### config.mk
export PLATFORM = sky130hd
export DESIGN_NAME = http_date_parser_top
export DESIGN_NICKNAME = d
export VERILOG_FILES = /design/src/rtl/core/hdp_pkg.sv /design/src/rtl/core/hdp_byte_eval.sv /design/src/rtl/core/http_date_parser_top.sv
export VERILOG_INCLUDE_DIRS = /design/src /design/src/rtl/core
export SDC_FILE = /design/constraint.sdc
export NUM_CORES = 1
export LEC_CHECK = 0
export BUFFER_PORTS_ARGS = -buffer_cell sky130_fd_sc_hd__buf_2
export CAP_MARGIN = 30
export CORE_AREA = 2 2 136 138
export CTS_CLUSTER_DIAMETER = 100
export CTS_CLUSTER_SIZE = 10
export DETAILED_ROUTE_END_ITERATION = 6
export DIE_AREA = 0 0 138 140
export PLACE_DENSITY = 0.88
export SYNTH_ARGS = -nofsm -noshare
export SYNTH_HDL_FRONTEND = slang
export SYNTH_HIERARCHICAL = 1
export SYNTH_SLANG_ARGS = --single-unit
### constraint.sdc
create_clock -name clk -period 8.9 [get_ports clk]
set_input_delay 1.78 -clock clk [delete_from_list [all_inputs] [get_ports clk]]
set_output_delay 1.78 -clock clk [all_outputs]
set_load 0.01 [all_outputs]
### src/rtl/core/http_date_parser_top_defines.svh
// assertion macros shared by the date parser rtl
`ifndef HTTP_DATE_PARSER_TOP_DEFINES_SVH
`define HTTP_DATE_PARSER_TOP_DEFINES_SVH

// condition that must hold at every clock edge out of reset
`define HDP_ASSERT_ALWAYS(lbl, expr) \
	lbl: assert property (@(posedge clk) disable iff (!arst_n) (expr)) \
		else $error("http date parser: invariant violated");

// consequence that must hold in the cycle after the antecedent
`define HDP_ASSERT_NEXT(lbl, ante, cons) \
	lbl: assert property (@(posedge clk) disable iff (!arst_n) (ante) |=> (cons)) \
		else $error("http date parser: next-cycle check failed");

// consequence that must hold in the same cycle as the antecedent
`define HDP_ASSERT_SAME(lbl, ante, cons) \
	lbl: assert property (@(posedge clk) disable iff (!arst_n) (ante) |-> (cons)) \
		else $error("http date parser: same-cycle check failed");

`endif

### src/rtl/core/hdp_pkg.sv
// types and constants shared by the date parser modules
`timescale 1ns / 1ps

package hdp_pkg;

	localparam logic [4:0] STR_LEN = 5'd29;

	// running parse state of one date string
	typedef struct packed {
		logic [4:0]  char_position;
		logic        overlength;
		logic        format_ok;
		logic [6:0]  dayname_candidates;
		logic [11:0] monthname_candidates;
		logic [6:0]  day_accum;
		logic [13:0] year_accum;
		logic [6:0]  hour_accum;
		logic [6:0]  minute_accum;
		logic [6:0]  second_accum;
	} state_t;

	localparam state_t STATE_RESET = '{
		char_position:        5'd0,
		overlength:           1'b0,
		format_ok:            1'b1,
		dayname_candidates:   7'h7F,
		monthname_candidates: 12'hFFF,
		day_accum:            7'd0,
		year_accum:           14'd0,
		hour_accum:           7'd0,
		minute_accum:         7'd0,
		second_accum:         7'd0
	};

	// one parsed date
	typedef struct packed {
		logic        date_valid;
		logic [2:0]  weekday;
		logic [4:0]  day_of_month;
		logic [3:0]  month_number;
		logic [13:0] year_value;
		logic [4:0]  hour_value;
		logic [5:0]  minute_value;
		logic [5:0]  second_value;
	} result_t;

endpackage

### src/rtl/core/hdp_byte_eval.sv
// per-byte next-state and result logic of the date parser
`timescale 1ns / 1ps

module hdp_byte_eval (
	input  hdp_pkg::state_t  st,
	input  logic [7:0]       text_byte,
	output hdp_pkg::state_t  st_next,
	output hdp_pkg::result_t res
);

	localparam logic [7:0] CH_ZERO = 8'h30;
	localparam logic [7:0] CH_NINE = 8'h39;

	function automatic logic [23:0] weekday_abbr(input logic [2:0] i);
		logic [23:0] r;
		unique case (i)
			3'd0: r = "Mon";
			3'd1: r = "Tue";
			3'd2: r = "Wed";
			3'd3: r = "Thu";
			3'd4: r = "Fri";
			3'd5: r = "Sat";
			3'd6: r = "Sun";
			default: r = 24'd0;
		endcase
		return r;
	endfunction

	function automatic logic [23:0] month_abbr(input logic [3:0] i);
		logic [23:0] r;
		unique case (i)
			4'd0: r = "Jan";
			4'd1: r = "Feb";
			4'd2: r = "Mar";
			4'd3: r = "Apr";
			4'd4: r = "May";
			4'd5: r = "Jun";
			4'd6: r = "Jul";
			4'd7: r = "Aug";
			4'd8: r = "Sep";
			4'd9: r = "Oct";
			4'd10: r = "Nov";
			4'd11: r = "Dec";
			default: r = 24'd0;
		endcase
		return r;
	endfunction

	// literal separators; only reached at non-digit, non-name positions
	function automatic logic [7:0] fixed_char(input logic [4:0] p);
		logic [7:0] r;
		unique case (p)
			5'd3:  r = ",";
			5'd4, 5'd7, 5'd11, 5'd16, 5'd25: r = " ";
			5'd19, 5'd22: r = ":";
			5'd26: r = "G";
			5'd27: r = "M";
			5'd28: r = "T";
			default: r = 8'd0;
		endcase
		return r;
	endfunction

	// pick one character of a three-letter name
	function automatic logic [7:0] name_col(input logic [23:0] n, input logic [1:0] col);
		logic [7:0] r;
		unique case (col)
			2'd0: r = n[23:16];
			2'd1: r = n[15:8];
			default: r = n[7:0];
		endcase
		return r;
	endfunction

	function automatic logic [6:0] acc7(input logic [6:0] acc, input logic [3:0] d);
		logic [10:0] t;
		t = 11'(acc) * 11'd10 + 11'(d);
		return t[6:0];
	endfunction

	function automatic logic [13:0] acc14(input logic [13:0] acc, input logic [3:0] d);
		logic [17:0] t;
		t = 18'(acc) * 18'd10 + 18'(d);
		return t[13:0];
	endfunction

	logic [4:0] p;
	logic       is_digit;
	logic [3:0] digit;
	logic [1:0] day_col;
	logic [1:0] mon_col;
	logic       ok;
	logic [2:0] day_idx;
	logic [3:0] mon_idx;

	assign p        = st.char_position;
	assign is_digit = (text_byte >= CH_ZERO) && (text_byte <= CH_NINE);
	assign digit    = 4'(text_byte - CH_ZERO);
	assign day_col  = p[1:0];
	assign mon_col  = 2'(p - 5'd8);

	always_comb begin
		st_next = st;
		if (p >= hdp_pkg::STR_LEN) begin
			st_next.overlength = 1'b1;
		end else begin
			priority if (p <= 5'd2) begin
				for (int i = 0; i < 7; i++) begin
					if (name_col(weekday_abbr(3'(i)), day_col) != text_byte)
						st_next.dayname_candidates[i] = 1'b0;
				end
			end else if (p >= 5'd8 && p <= 5'd10) begin
				for (int i = 0; i < 12; i++) begin
					if (name_col(month_abbr(4'(i)), mon_col) != text_byte)
						st_next.monthname_candidates[i] = 1'b0;
				end
			end else if (p == 5'd5 || p == 5'd6) begin
				if (is_digit) st_next.day_accum = acc7(st.day_accum, digit);
				else st_next.format_ok = 1'b0;
			end else if (p >= 5'd12 && p <= 5'd15) begin
				if (is_digit) st_next.year_accum = acc14(st.year_accum, digit);
				else st_next.format_ok = 1'b0;
			end else if (p == 5'd17 || p == 5'd18) begin
				if (is_digit) st_next.hour_accum = acc7(st.hour_accum, digit);
				else st_next.format_ok = 1'b0;
			end else if (p == 5'd20 || p == 5'd21) begin
				if (is_digit) st_next.minute_accum = acc7(st.minute_accum, digit);
				else st_next.format_ok = 1'b0;
			end else if (p == 5'd23 || p == 5'd24) begin
				if (is_digit) st_next.second_accum = acc7(st.second_accum, digit);
				else st_next.format_ok = 1'b0;
			end else begin
				if (fixed_char(p) != text_byte) st_next.format_ok = 1'b0;
			end
			st_next.char_position = p + 5'd1;
		end
	end

	// lowest surviving candidate wins
	always_comb begin
		day_idx = 3'd0;
		for (int i = 6; i >= 0; i--) begin
			if (st_next.dayname_candidates[i]) day_idx = 3'(i);
		end
		mon_idx = 4'd0;
		for (int i = 11; i >= 0; i--) begin
			if (st_next.monthname_candidates[i]) mon_idx = 4'(i);
		end
	end

	assign ok = st_next.format_ok && !st_next.overlength
		&& (st_next.char_position == hdp_pkg::STR_LEN)
		&& (st_next.dayname_candidates != 7'd0)
		&& (st_next.monthname_candidates != 12'd0)
		&& (st_next.day_accum >= 7'd1) && (st_next.day_accum <= 7'd31)
		&& (st_next.year_accum <= 14'd9999)
		&& (st_next.hour_accum <= 7'd23)
		&& (st_next.minute_accum <= 7'd59)
		&& (st_next.second_accum <= 7'd60);

	always_comb begin
		res = '0;
		if (ok) begin
			res.date_valid   = 1'b1;
			res.weekday      = day_idx;
			res.day_of_month = st_next.day_accum[4:0];
			res.month_number = mon_idx + 4'd1;
			res.year_value   = st_next.year_accum;
			res.hour_value   = st_next.hour_accum[4:0];
			res.minute_value = st_next.minute_accum[5:0];
			res.second_value = st_next.second_accum[5:0];
		end
	end

endmodule

### src/rtl/core/http_date_parser_top.sv
// top level of the streaming rfc 1123 http date parser
`timescale 1ns / 1ps
`include "http_date_parser_top_defines.svh"

// Parses "Ddd, DD Mon YYYY HH:MM:SS GMT" fed one ASCII byte per request,
// with end_of_string set on the final byte. One byte is accepted every
// cycle unless a final byte waits for the output slot; the parse state
// update (name candidate masks, separator check, multiply-by-ten field
// accumulators) sets that rate. Each accepted byte is held in an input
// register before it updates the state; a string's result enters the output
// register as its final byte leaves the input register and waits there
// until taken. Non-final bytes never wait on the output side; a final byte
// waits in the input register only while an earlier result is untaken. A
// result with date_valid 0 carries zeros in all other fields. Names are
// case sensitive; neither the weekday against the date nor the day against
// the month is checked. State returns to reset after every result.
module http_date_parser_top (
	input  logic        clk,
	input  logic        arst_n,
	input  logic        in_valid,
	output logic        in_ready,
	input  logic [7:0]  text_byte,
	input  logic        end_of_string,
	output logic        out_valid,
	input  logic        out_ready,
	output logic        date_valid,
	output logic [2:0]  weekday,
	output logic [4:0]  day_of_month,
	output logic [3:0]  month_number,
	output logic [13:0] year_value,
	output logic [4:0]  hour_value,
	output logic [5:0]  minute_value,
	output logic [5:0]  second_value
);

	// input register stage
	logic             valid_s1;
	logic [7:0]       byte_s1;
	logic             last_s1;

	// parse state and result register
	hdp_pkg::state_t  st_q;
	hdp_pkg::state_t  st_next;
	hdp_pkg::result_t res_next;
	hdp_pkg::result_t res_q;
	logic             out_valid_q;

	logic             out_free;
	logic             s1_fire;
	logic             in_fire;

	// output slot is free if empty or being drained this cycle
	assign out_free = !out_valid_q || out_ready;
	// a non-final byte only touches the state; a final one needs the output slot
	assign s1_fire  = valid_s1 && (!last_s1 || out_free);
	assign in_ready = !valid_s1 || s1_fire;
	assign in_fire  = in_valid && in_ready;

	always_ff @(posedge clk or negedge arst_n) begin
		if (!arst_n) begin
			valid_s1 <= 1'b0;
		end else if (in_ready) begin
			valid_s1 <= in_valid;
		end
	end

	// payload of the input stage, no reset needed
	always_ff @(posedge clk) begin
		if (in_fire) begin
			byte_s1 <= text_byte;
			last_s1 <= end_of_string;
		end
	end

	hdp_byte_eval u_eval (
		.st        (st_q),
		.text_byte (byte_s1),
		.st_next   (st_next),
		.res       (res_next)
	);

	// parse state, cleared after every final byte
	always_ff @(posedge clk or negedge arst_n) begin
		if (!arst_n) begin
			st_q <= hdp_pkg::STATE_RESET;
		end else if (s1_fire) begin
			st_q <= last_s1 ? hdp_pkg::STATE_RESET : st_next;
		end
	end

	always_ff @(posedge clk or negedge arst_n) begin
		if (!arst_n) begin
			out_valid_q <= 1'b0;
		end else if (s1_fire && last_s1) begin
			out_valid_q <= 1'b1;
		end else if (out_ready) begin
			out_valid_q <= 1'b0;
		end
	end

	always_ff @(posedge clk) begin
		if (s1_fire && last_s1) begin
			res_q <= res_next;
		end
	end

	assign out_valid    = out_valid_q;
	assign date_valid   = res_q.date_valid;
	assign weekday      = res_q.weekday;
	assign day_of_month = res_q.day_of_month;
	assign month_number = res_q.month_number;
	assign year_value   = res_q.year_value;
	assign hour_value   = res_q.hour_value;
	assign minute_value = res_q.minute_value;
	assign second_value = res_q.second_value;

	// position never runs past the string length
	`HDP_ASSERT_ALWAYS(a_pos_bound, st_q.char_position <= hdp_pkg::STR_LEN)
	// overlength is only flagged once the position has saturated
	`HDP_ASSERT_SAME(a_over_sat, st_q.overlength, st_q.char_position == hdp_pkg::STR_LEN)
	// a final byte leaves the parse state at reset and a result pending
	`HDP_ASSERT_NEXT(a_final_clears, s1_fire && last_s1,
		st_q == hdp_pkg::STATE_RESET && out_valid_q)
	// a valid date always carries a real day and month
	`HDP_ASSERT_SAME(a_valid_fields, out_valid_q && res_q.date_valid,
		res_q.day_of_month != 5'd0 && res_q.month_number != 4'd0
		&& res_q.month_number <= 4'd12)

endmodule
### Word level (Yosys, flattened, before mapping)

Memories as Yosys holds them, arrays and structs flattened.
Index checks and enable logic that the tools add are counted.

| word-level totals | value |
|---|---|
| bits in registers | 123 |
| latch bits | 0 |
| RAM bits | 0 |
| memory bits (read-only) | 224 |
| input port bits | 13 |
| output and inout bits | 46 |
| word-level logic and storage cells | 269 |
| memories | 1 |

| operators by class | value |
|---|---|
| $add $sub $neg | 9 |
| multiply operators | 5 |
| div/mod/pow operators | 0 |
| magnitude comparators | 14 |
| equal/unequal tests | 31 |
| shifts and indexed selects | 0 |
| multiplexer cells | 149 |
| bitwise gates (word level) | 1 |
| reductions and logical operators | 35 |

Memories:

| memory | words | bits a word | read ports | clocked after memory_dff | write ports | RTL line | source |
|---|---|---|---|---|---|---|---|
| (name not given) | 32 | 7 | 1 | 0 | 0 | hdp_byte_eval.sv:52 | `unique case (p)` |

Operator list:

| cell | count |
|---|---|
| $mux 8 | 58 |
| $pmux 6 s2 | 19 |
| $ne 8x8->1 | 20 |
| $mux 7 | 10 |
| $mux 68 | 1 |
| $mux 62 | 1 |
| $mux 54 | 1 |
| $mux 4 | 12 |
| $mux 44 | 1 |
| $mux 14 | 3 |
| $mux 42 | 1 |
| $eq 5x5->1 const B | 7 |
| $mux 35 | 1 |
| $mux 1 | 31 |
| $add 7x4->7 | 4 |
| $mul 7x3->6 const B | 4 |
| $mux 21 | 1 |
| $mux 3 | 7 |
| $logic_and 1x1->1 | 16 |
| $add 14x4->14 | 1 |
| $le 14x14->1 const B | 1 |
| $le 7x5->1 const B | 2 |
| $le 7x6->1 const B | 2 |
| $mul 14x3->13 const B | 1 |
| other kinds (25) | 39 |

### Longest topological paths before layout

Gate-level depths: netlist (run 1).

| depth | value |
|---|---|
| depth in word-level cells | 34 |
| mapped depth | 16 |
| depth with buffers taken out | 13 |

### By module

The synthesis (run 1) kept the hierarchy.

Modules (own cells, without submodules):

| module | times used | cells each | area an instance (µm²) | sequential area each (µm²) |
|---|---|---|---|---|
| http_date_parser_top | 1 | 447 | 5679.2 | 3368.2 |
| hdp_byte_eval | 1 | 653 | 4778.3 | 0.0 |

### Worst setup path before layout (run 1)

OpenSTA, ideal clock, no wires.

| path | value |
|---|---|
| path kind | input -> register |
| start | input out_ready |
| end | register res_q (netlist bit date_valid), enable pin |
| library setup time | 0.445 ns |
| arrival time | 3.833 ns |
| data required time | 8.455 ns |
| path slack | 4.622 ns |
| stages | 3 |
| buffers on the path | 1 |
| cell sequence | buf_2 > nor2b_1 > nor2_1 |

| between the ends | value |
|---|---|
| word-level cells in the longest chain between the ends | 4 |

Ends and longest elaborated chain:

| element | RTL line | source |
|---|---|---|
| start: declaration | http_date_parser_top.sv:25 | `input logic out_ready,` |
| $logic_or 1x1->1 | http_date_parser_top.sv:53 | `assign out_free = !out_valid_q \|\| out_ready;` |
| $logic_or 1x1->1 | http_date_parser_top.sv:55 | `assign s1_fire = valid_s1 && (!last_s1 \|\| out_free);` |
| $logic_and 1x1->1 | http_date_parser_top.sv:55 |  |
| $logic_and 1x1->1 | http_date_parser_top.sv:102 | `if (s1_fire && last_s1) begin` |
| end signal: assignment | http_date_parser_top.sv:103 | `res_q <= res_next;` |
| end: declaration | http_date_parser_top.sv:45 | `hdp_pkg::result_t res_q;` |

No other way between the ends.
A chain may end at the register's enable or synchronous reset.

### Final worst setup path (run 1)

| path | value |
|---|---|
| start | register st_q[22] in the netlist's numbering |
| end | register res_q (netlist bit year_value[0]), data pin |

| between the ends | value |
|---|---|
| word-level cells in the longest chain between the ends | 13 |

Ends and longest elaborated chain:

| element | RTL line | source |
|---|---|---|
| start: declaration | http_date_parser_top.sv:42 | `hdp_pkg::state_t st_q;` |
| start signal: assignment | http_date_parser_top.sv:85 | `st_q <= hdp_pkg::STATE_RESET;` |
| start signal: assignment | http_date_parser_top.sv:87 | `st_q <= last_s1 ? hdp_pkg::STATE_RESET : st_next;` |
| $mul 14x3->13 | hdp_byte_eval.sv:83 | `t = 18'(acc) * 18'd10 + 18'(d);` |
| $add 14x4->14 | hdp_byte_eval.sv:83 |  |
| $mux 14 | hdp_byte_eval.sv:121 | `if (is_digit) st_next.year_accum = acc14(st.year_accum, digit);` |
| $mux 14 | hdp_byte_eval.sv:120 | `end else if (p >= 5'd12 && p <= 5'd15) begin` |
| $mux 35 | hdp_byte_eval.sv:117 | `end else if (p == 5'd5 \|\| p == 5'd6) begin` |
| $mux 42 | hdp_byte_eval.sv:112 | `end else if (p >= 5'd8 && p <= 5'd10) begin` |
| $mux 54 | hdp_byte_eval.sv:107 | `priority if (p <= 5'd2) begin` |
| $mux 62 * | hdp_byte_eval.sv:104 | `if (p >= hdp_pkg::STR_LEN) begin` |
| $le 14x14->1 * | hdp_byte_eval.sv:156 | `&& (st_next.year_accum <= 14'd9999)` |
| $logic_and 1x1->1 * | hdp_byte_eval.sv:156 |  |
| $logic_and 1x1->1 * | hdp_byte_eval.sv:157 | `&& (st_next.hour_accum <= 7'd23)` |
| $logic_and 1x1->1 * | hdp_byte_eval.sv:158 | `&& (st_next.minute_accum <= 7'd59)` |
| $logic_and 1x1->1 * | hdp_byte_eval.sv:159 | `&& (st_next.second_accum <= 7'd60);` |

Mark *: on every way between the ends. The rest lies on a longest branch, timed or not.

==> flow_summary.ini, run 1 <==
[worst_setup_path]
cp_max_fo = 23
slowest_delay_ns = 0.92
cp_slowest_cell = a221oi_4
cp_common_cell = ha_1
path_cells = ha_1 -> ha_1 -> fa_1 -> a211oi_2 -> o22ai_1 -> nor4_1 -> nand2_1 -> xor2_1 -> a2111o_1 -> a221oi_4 -> buf_4 -> nor3b_1
r2r_slack_ns = 3.97
worst_setup_path_start_kind = register
cp-end-kind = register
required_ns = 9.04
crit_type = register to register
critPathArrivalTime_ns = 5.07

[timing]
finalWorstSetupSlack_ns = 3.97
rsz0062_at_grt = false
period_share = 0.554
slew_headroom = 0.263
max_freq_ghz = 0.203
fin_hold_ws_ns = 0.526
finalMaxSlewViolations = 0
fin_setup_tns_ns = 0
tightest_slew_ns = 1.11
setup_viol = 0
hold_viol = 0
period_minus_slack_ns = 4.93
clock_skew_ns = 0.00840

[yosys]
synthesis.area_um2 = 10500
synth_ff_type = edfxtp_1
ys_ff_latch = 123
postSynthNetCount = 1182
synth_common_cells = nand3_1 (67), nor3b_1 (62), ha_1 (59), nor2_1 (58), nand2b_1 (57)
yosysUniqueCellTypes = 85
synth_area_leader_cell = edfxtp_1
synth_edf_count = 53
seq_area_frac_synth = 0.322
yosysWarnings = 6
synth_top_area_share = 0.152
synth.most_common_cell = nand3_1
postSynthAreaPerCell_um2 = 9.51
synthCells = 1100
ys_top_cells_by_area = edfxtp_1 (15%), dfrtp_1 (12%), ha_1 (7.1%)
synthArstFlopShare = 0.569

[grt]
grt_max_degree = 83
grt_remaining_overflow = 0
grtUsageTotal = 0.274
antenna_found_initial = 0
grt_pass1_vias = 8415
grt_pass1_wl_um = 43200

[floorplanning]
core_area_um2 = 17800
row_count = 49
io_pins = 59
die_w_um = 138
die_h_um = 140
die-area_um2 = 19300
start_util = 0.588

[clock_network]
clock_latency_ns = 0.43
cts_setup_buffers = 0
cts_resized = 0
cts_max_path_buffers = 2
hold_buffers = 0
cts_tree = yes
numClockSinks = 123
root_buffer = clkbuf_16
htreeDepth = 4
clkTransAtPathRegs_ns = 0.06
numCtsBuffers = 17

[place]
hpwl_um = 17000
gp_congestion = 0.958
pre_cts_ws_ns = 4.05
io_buffers = 58

[drt]
vias = 8920
dr.pass1.iters = 5
routedWlPerCell_um = 19.8
drcViolationCount = 0
drtAntennaViolNets = 0
drt-total-wl_um = 26700
avgViaCountPerCell = 6.62
drt_iter0_drc = 1077

[run]
drv_cap = 0

[finish]
drive_gt1_frac = 0.171
antenna_cells = 0
fin_nets = 1188
syn2layout_area_growth_pct = 8.70

[pwr]
pwr-share-seq = 0.369
ir_drop_mv = 0.144
power_leakage_nw = 4.69
clock_power_share = 0.415
p_sw_frac = 0.300
combPwrFrac = 0.215
power.switching_w = 0.000582
internal-power_w = 0.00136
p_per_area_nw_per_um2 = 170

[status]
status = finished clean

[min_path]
min_path_type = register to register
power groups by stage:
| stage | Combinational [W] | Sequential, W | Clock, W |
|---|---|---|---|
| 2_1_floorplan | 0.000339 | 0.000691 | 0 |
| 3_3_place_gp | 0.000393 | 0.000719 | 0 |
| 3_5_place_dp | 0.000401 | 0.000723 | 0 |
| 4_1_cts | 0.000405 | 0.000713 | 0.000811 |
| 5_1_grt | 0.000449 | 0.000723 | 0.000833 |
| 6_report | 0.000417 | 0.000715 | 0.000805 |
per-stage QoR:
step                      instances  instance area, um^2   util  total power (W)
after floorplan                1100                10500      -          0.00103
after global placement         1315                10700  0.600          0.00111
after detailed placement       1315                10700  0.600          0.00112
after CTS                      1347                11300  0.638          0.00193
after global routing           1348                11400  0.639          0.00201
final                          1348                11400  0.639          0.00194
critical path, delay by kind of cell (launching register included):
family | cells | cell delay (ns)
compound gates | 4 | 1.99
fa+ha+maj | 3 | 1.01
simple gates | 3 | 0.59
flops | 1 | 0.43
buf+inv | 1 | 0.43
xor+xnor | 1 | 0.18
final cells by class:
| cell class | instances | area, um^2 |
|---|---|---|
| Fill cell | 1395 | 6410 |
| Sequential cell | 123 | 3370 |
| Timing Repair Buffer | 71 | 408 |
| Multi-Input combinational cell | 848 | 6460 |
| Tap cell | 229 | 287 |
| Clock inverter | 12 | 218 |
| Clock buffer | 20 | 457 |
| Inverter | 45 | 169 |
worst paths after layout:
kind | startpoint | end | depth (start not counted)
worst min-delay path | st_q[34] | st_q[34] | 2
min in group asynchronous | arst_n | st_q[5] | 2
worst min register to register | st_q[34] | st_q[34] | 2
worst max-delay path | st_q[22] | year_value[0] | 12
max in group asynchronous | arst_n | st_q[61] | 3
worst max register to register | st_q[22] | year_value[0] | 12
metal layers:
metal | part of all wire | wire length [um] | track usage
met5 | 0 | 0 | 0
met2 | 0.47 | 12700 | 0.446
met1 | 0.42 | 11300 | 0.363
met3 | 0.077 | 2050 | 0.0598
met4 | 0.026 | 696 | 0.0961
flip-flops by register name, summed over array words and instances, names as in the netlist, 4 cells and up:
register      flops
byte_s1           8
day_of_month      5
hour_value        5
minute_value      6
month_number      4
second_value      6
st_q             68
year_value       14
layout by cell type, fill, tap and decap left out, types with 12 or more instances in the layout:
master / count
buf_2: 58
nand2b_1: 57
dfstp_2: 20
nor2b_1: 16
edfxtp_1: 53
a21o_1: 12
ha_1: 59
nand3b_1: 52
inv_1: 44
nand4b_1: 50
nand2_1: 54
nor3_1: 13
nor3b_1: 62
xor2_1: 25
mux2_2: 22
nor2_1: 57
xnor2_1: 34
nor3_2: 22
o21ai_0: 39
a21oi_1: 24
dfrtp_1: 48
clkbuf_16: 17
buf_4: 12
nand3_1: 67
and4bb_1: 20
kinds of logic (layout without fill, tap and decap cells):
family | count (synthesis) | count (layout) | synth area share
multiplexers | 28 | 28 | 0.0294
buffers and inverters | 129 | 148 | 0.0623
XOR/XNOR | 61 | 61 | 0.0531
AO/OA/AOI/OAI | 153 | 153 | 0.103
flip-flops | 123 | 123 | 0.322
adder cells (fa/ha/maj) | 69 | 69 | 0.0897
AND/OR/NAND/NOR | 537 | 537 | 0.340
Note: power is estimated with default switching activity, not from simulation.
==> inputs of run 2 (changes only) <==
--- a/config.mk
+++ b/config.mk
@@ -6,14 +6,15 @@
 export SDC_FILE = /design/constraint.sdc
 export NUM_CORES = 1
 export LEC_CHECK = 0
+export ABC_AREA = 1
 export BUFFER_PORTS_ARGS = -buffer_cell sky130_fd_sc_hd__buf_2
 export CAP_MARGIN = 30
-export CORE_AREA = 2 2 136 138
+export CORE_AREA = 2 2 130 132
 export CTS_CLUSTER_DIAMETER = 100
 export CTS_CLUSTER_SIZE = 10
 export DETAILED_ROUTE_END_ITERATION = 6
-export DIE_AREA = 0 0 138 140
-export PLACE_DENSITY = 0.88
+export DIE_AREA = 0 0 132 134
+export PLACE_DENSITY = 0.87
 export SYNTH_ARGS = -nofsm -noshare
 export SYNTH_HDL_FRONTEND = slang
 export SYNTH_HIERARCHICAL = 1
==> constraint.sdc (replaced) <==
create_clock -name clk -period 4.13 [get_ports clk]
set_input_delay 0.826 -clock clk [delete_from_list [all_inputs] [get_ports clk]]
set_output_delay 0.826 -clock clk [all_outputs]
set_load 0.01 [all_outputs]
==> run 2 against run 1 <==
- count of clock-buffer cells in the layout decreased by 2
- sequential share of layout area rose by 3.7 points
- maximum frequency grew 30%
- flip-flop and latch count unchanged
- cell count grew 9.6%
- critical path depth increased by 6
- global-route usage is 1.8 points lower
- largest cell class unchanged
- total power rose by 99%
- clock power up 110%
==> flow_summary.ini, run 2 <==
[status]
status = finished clean

[timing]
fin_setup_tns_ns = 0
clock_skew_ns = 0.00781
max_freq_ghz = 0.264
finalMaxSlewViolations = 0
fin_hold_ws_ns = 0.457
period_share = 0.917
period_minus_slack_ns = 3.79
tightest_slew_ns = 0.757
hold_viol = 0
rsz0062_at_grt = false
slew_headroom = 0.495
setup_viol = 0

[drt]
drcViolationCount = 0
dr.pass1.iters = 6
avgViaCountPerCell = 5.45
vias = 8049
drtAntennaViolNets = 0
drt-total-wl_um = 21800
routedWlPerCell_um = 14.8
drt_iter0_drc = 1035

[yosys]
ys_ff_latch = 123
postSynthNetCount = 1269
synth_top_area_share = 0.178
synth_edf_count = 53
ys_top_cells_by_area = edfxtp_1 (18%), nand2_1 (17%), dfrtp_1 (14%)
synthCells = 1187
synth_common_cells = nand2_1 (412), inv_1 (159), nor2_1 (82), nand3_1 (75), ha_1 (59)
seq_area_frac_synth = 0.376
synth_ff_type = edfxtp_1
synthesis.area_um2 = 8960
synth_area_leader_cell = edfxtp_1
synth.most_common_cell = nand2_1
yosysWarnings = 6
yosysUniqueCellTypes = 47
postSynthAreaPerCell_um2 = 7.55
synthArstFlopShare = 0.569

[grt]
grt_pass1_vias = 7681
grt_max_degree = 45
grt_remaining_overflow = 0
grtUsageTotal = 0.256
antenna_found_initial = 0
grt_pass1_wl_um = 36500

[clock_network]
numClockSinks = 123
hold_buffers = 0
cts_tree = yes
cts_max_path_buffers = 2
cts_resized = 0
cts_setup_buffers = 0
clkTransAtPathRegs_ns = 0.06
numCtsBuffers = 17
htreeDepth = 4
clock_latency_ns = 0.43
root_buffer = clkbuf_16

[place]
io_buffers = 58
hpwl_um = 14900
place_inst = 1445
gp_congestion = 0.994

[finish]
largest_reg_flops = 68
antenna_cells = 0
layout_common_cells = nand2_1 (411), inv_1 (158), nor2_1 (81)
fin_nets = 1326
stdcell_count = 1477
syn2layout_area_growth_pct = 12.7
drive_gt1_frac = 0.152
top_register = st_q
layout.cells.most_common = nand2_1

[pwr]
power_leakage_nw = 5.35
ir_drop_mv = 0.328
clock_power_share = 0.431
combPwrFrac = 0.192
internal-power_w = 0.00271
power.switching_w = 0.00115
pwr-share-seq = 0.376
p_sw_frac = 0.297
p_per_area_nw_per_um2 = 382

[floorplanning]
core_area_um2 = 16300
io_pins = 59
start_util = 0.550
die-area_um2 = 17700
die_w_um = 132
row_count = 47
die_h_um = 134

[worst_setup_path]
required_ns = 4.29
worst_setup_path_start_kind = register
crit_type = register to register
cp-end-kind = register
cp_max_fo = 35
critPathArrivalTime_ns = 3.95

[run]
drv_cap = 0

[min_path]
min_path_type = input pin to async pin
-- run 2: final timing paths --
check,depth (start not counted),end,start,slack (ns)
setup / recovery,18,year_value[6],st_q[22],0.34
hold / removal,1,st_q[2],arst_n,0.46
setup reg to reg,18,year_value[6],st_q[22],0.34
hold reg to reg,2,st_q[46],st_q[46],0.46
max in group asynchronous,2,st_q[55],arst_n,2.76
min in group clk,2,st_q[46],st_q[46],0.46
-- run 2: power by group through the flow --
stage | registers, W | logic [W] | clock network [W]
2_1_floorplan | 0.00146 | 0.000550 | 0
3_3_place_gp | 0.00147 | 0.000697 | 0
3_5_place_dp | 0.00147 | 0.000717 | 0
4_1_cts | 0.00145 | 0.000732 | 0.00168
5_1_grt | 0.00146 | 0.000828 | 0.00174
6_report | 0.00145 | 0.000743 | 0.00166
-- run 2: final cells by class --
class                           instances  area, um^2
Clock buffer                           18         439
Fill cell                            1322        6200
Inverter                              172         646
Tap cell                              220         275
Multi-Input combinational cell        857        4720
Clock inverter                         14         219
Sequential cell                       123        3370
Timing Repair Buffer                   73         428
-- run 2: layer usage --
metal	global-route usage	share of wire	vias to the layer above	wire length (um)
met3	0.0503	0.082	65	1780
met2	0.441	0.48	398	10500
met1	0.319	0.41	3752	8940
met4	0.0996	0.029	0	641
met5	0	0	-	0
li1	-	-	3834	-
-- run 2: cells by family (layout without fill, tap and decap cells) --
group / Yosys count / in the layout / share of synthesized area
simple gates: 641 / 641 / 0.304
buf+inv: 207 / 277 / 0.0983
flops: 123 / 123 / 0.376
compound gates: 88 / 88 / 0.0580
fa+ha+maj: 69 / 69 / 0.105
xor+xnor: 59 / 59 / 0.0585
-- run 2: worst max-delay path, cell delays in order (launching register included) --
cell and delay [ns]:
dfrtp_1 0.42, ha_1 0.31, ha_1 0.22, fa_1 0.44, xor2_1 0.36, nand3_1 0.21, clkinv_1 0.10, nand2_1 0.05
nor2_1 0.16, nand2_1 0.07, o21ai_0 0.16, nand2_1 0.07, nand2_1 0.05, o21ai_0 0.14, nand3_1 0.14, nand2_2 0.10
nand2_4 0.18, buf_12 0.23, nor2_1 0.06
-- run 2: stage by stage --
step	utilization	total power (W)	cell area, um^2	setup slack (ns)
floorplan	-	0.00201	8960	0.884
finish	0.620	0.00386	10100	0.343
global route	0.620	0.00403	10100	0.0417
detailed placement	0.579	0.00219	9440	0.455
global placement	0.578	0.00217	9420	0.603
CTS	0.620	0.00387	10100	0.394
==> inputs of run 3 (changes only) <==
--- a/config.mk
+++ b/config.mk
@@ -9,13 +9,12 @@
 export ABC_AREA = 1
 export BUFFER_PORTS_ARGS = -buffer_cell sky130_fd_sc_hd__buf_2
 export CAP_MARGIN = 30
-export CORE_AREA = 2 2 130 132
+export CORE_AREA = 2 2 125 127
 export CTS_CLUSTER_DIAMETER = 100
 export CTS_CLUSTER_SIZE = 10
 export DETAILED_ROUTE_END_ITERATION = 6
-export DIE_AREA = 0 0 132 134
-export PLACE_DENSITY = 0.87
+export DIE_AREA = 0 0 127 129
+export PLACE_DENSITY = 0.88
 export SYNTH_ARGS = -nofsm -noshare
 export SYNTH_HDL_FRONTEND = slang
-export SYNTH_HIERARCHICAL = 1
 export SYNTH_SLANG_ARGS = --single-unit
==> run 3 against run 2 <==
- register-to-register slack lost 0.05 ns
- combinational power fell by 35%
- maximum frequency shrank 1.4%
- worst hold slack worse by 0.034 ns
- clock power shrank 11%
- clock skew increased by 0.0037 ns
- global-route usage barely moved
- first-iteration DRC count shrank 38%
- count of clock-buffer cells in the layout rose by 4
- wire length down 7.2%
- critical endpoint is now month_number[3]
- largest cell class unchanged
==> flow_summary.ini, run 3 <==
[status]
status = finished clean

[worst_setup_path]
r2r_slack_ns = 0.29
cp-end-kind = register
crit_type = register to register
cp_max_fo = 31
worst_setup_path_start_kind = register
crit_start = st_q[22]
required_ns = 4.30
critPathArrivalTime_ns = 4.01
reg2regPathDepth = 19
reg2reg_to = month_number[3]
critPathCapture = month_number[3]
reg2reg_from = st_q[22]

[grt]
grtUsageTotal = 0.256
grt_pass1_wl_um = 33200
antenna_found_initial = 0
grt_max_degree = 47
grt_remaining_overflow = 0
grt_pass1_vias = 6870

[floorplanning]
core_area_um2 = 15000
die-area_um2 = 16400
die_w_um = 127
io_pins = 59
row_count = 45
die_h_um = 129
start_util = 0.552

[clock_network]
numCtsBuffers = 17
htreeDepth = 4
cts_setup_buffers = 0
clock_latency_ns = 0.43
cts_tree = yes
hold_buffers = 0
root_buffer = clkbuf_16
clkTransAtPathRegs_ns = 0.06
cts_resized = 0
cts_max_path_buffers = 2
numClockSinks = 123

[place]
gp_congestion = 0.977
io_buffers = 58
place_area_um2 = 8730
hpwl_um = 14300
place_inst = 1250

[drt]
drtAntennaViolNets = 0
drcViolationCount = 0
avgViaCountPerCell = 5.63
drt_iter0_drc = 638
vias = 7223
dr.pass1.iters = 6
routedWlPerCell_um = 15.8
drt-total-wl_um = 20200

[timing]
period_minus_slack_ns = 3.84
slew_headroom = 0.342
hold_viol = 0
finalMaxSlewViolations = 0
tightest_slew_ns = 0.986
clock_skew_ns = 0.0115
period_share = 0.930
max_freq_ghz = 0.260
setup_viol = 0

[finish]
fill_cells = 1241
syn2layout_area_growth_pct = 12.9
stdcell_count = 1282
layout.cells.most_common = nand2_1
fin_nets = 1163
top_register = st_q
drive_gt1_frac = 0.146
antenna_cells = 0
largest_reg_flops = 68
layout_common_cells = nand2_1 (244), inv_1 (110), nor2_1 (98)
postLayoutCellArea_um2 = 9330

[min_path]
min_path_type = input pin to async pin

[yosys]
synthesis.area_um2 = 8270
synth_common_cells = nand2_1 (244), inv_1 (111), nor2_1 (98), nand3_1 (80), o21ai_0 (70)
synth.most_common_cell = nand2_1
postSynthNetCount = 1101
synth_edf_count = 53
seq_area_frac_synth = 0.408
postSynthAreaPerCell_um2 = 8.11
yosysWarnings = 0
synth_area_leader_cell = edfxtp_1
yosysUniqueCellTypes = 45
synth_top_area_share = 0.193
synth_ff_type = edfxtp_1
ys_top_cells_by_area = edfxtp_1 (19%), dfrtp_1 (15%), nand2_1 (11%)
synthArstFlopShare = 0.569
ys_ff_latch = 123
synthCells = 1019

[pwr]
power_leakage_nw = 4.36
p_per_area_nw_per_um2 = 361
ir_drop_mv = 0.277

[run]
drv_cap = 0
[run 3: cell count changes in the layout (fill, tap and decap cells not counted), moves of 8 or more]
cell	delta
inv_1	-48
nand2_1	-167
nor3_1	+8
o22ai_1	+21
nor2_1	+17
o21ai_0	+32
[run 3: report_power, final]
| part | switching (W) | internal [W] |
|---|---|---|
| clock network | 0.000562 | 0.000918 |
| registers | 0.0000508 | 0.00135 |
| logic | 0.000336 | 0.000148 |
| total | 0.000949 | 0.00242 |
[run 3: critical path: stages, from the launching register on]
cell     delay (ns)
dfrtp_1        0.43
ha_1           0.31
ha_1           0.22
inv_1          0.07
fa_1           0.43
xnor2_2        0.26
inv_1          0.09
nor3_1         0.29
nand3_1        0.18
nor2_1         0.21
nand3_1        0.11
nand2_1        0.07
nand2_1        0.05
nand2_1        0.05
nand2_1        0.08
nand3_1        0.09
nand2_1        0.10
nand2_4        0.18
buf_8          0.26
a21oi_1        0.07
[run 3: logic make-up after synthesis]
group | after synthesis | share of synthesized area
buffers and inverters | 149 | 0.0746
AND/OR/NAND/NOR | 489 | 0.258
adder cells (fa/ha/maj) | 69 | 0.114
flip-flops | 123 | 0.408
XOR/XNOR | 47 | 0.0498
AO/OA/AOI/OAI | 142 | 0.0966
[run 3: routing by layer]
layer,vias up,part of all wire,track usage
met4,0,0.023,0.0924
li1,3495,-,-
met3,46,0.058,0.0678
met5,-,0,0
met1,3430,0.44,0.333
met2,252,0.48,0.416
[run 3: how the worst min path moves through the flow]
| stage | from | to | slack (ns) | depth (start not counted) |
|---|---|---|---|---|
| 3_5_place_dp | st_q[20] | st_q[20] | 0.47 | 1 |
| 5_1_grt | arst_n | st_q[12] | 0.44 | 1 |
| 6_report | arst_n | st_q[10] | 0.42 | 1 |
| 4_1_cts | arst_n | st_q[12] | 0.42 | 1 |
| 3_3_place_gp | st_q[20] | st_q[20] | 0.46 | 1 |
| 2_1_floorplan | st_q[6] | st_q[6] | 0.45 | 2 |
[run 3: stage by stage]
step                      worst slack (ns)  utilization  power (W)  setup TNS [ns]  hold WS, ns
after floorplan                      0.935            -    0.00175               0        0.448
after global placement               0.405        0.583    0.00189               0        0.462
after detailed placement             0.200        0.583    0.00190               0        0.470
after CTS                            0.115        0.622    0.00337               0        0.418
after global routing              -0.00243        0.623    0.00350        -0.00478        0.444
final                                0.291        0.623    0.00337               0        0.422
[run 3: layout make-up]
cell class                 count  area [um^2]  area share
inverter                     120          450      0.0483
multi-input combinational    747         4290       0.460
sequential                   123         3370       0.361
clock inverter                10          115      0.0123
clock buffer                  22          464      0.0498
timing repair buffer          72          403      0.0432
tap                          188          235      0.0252
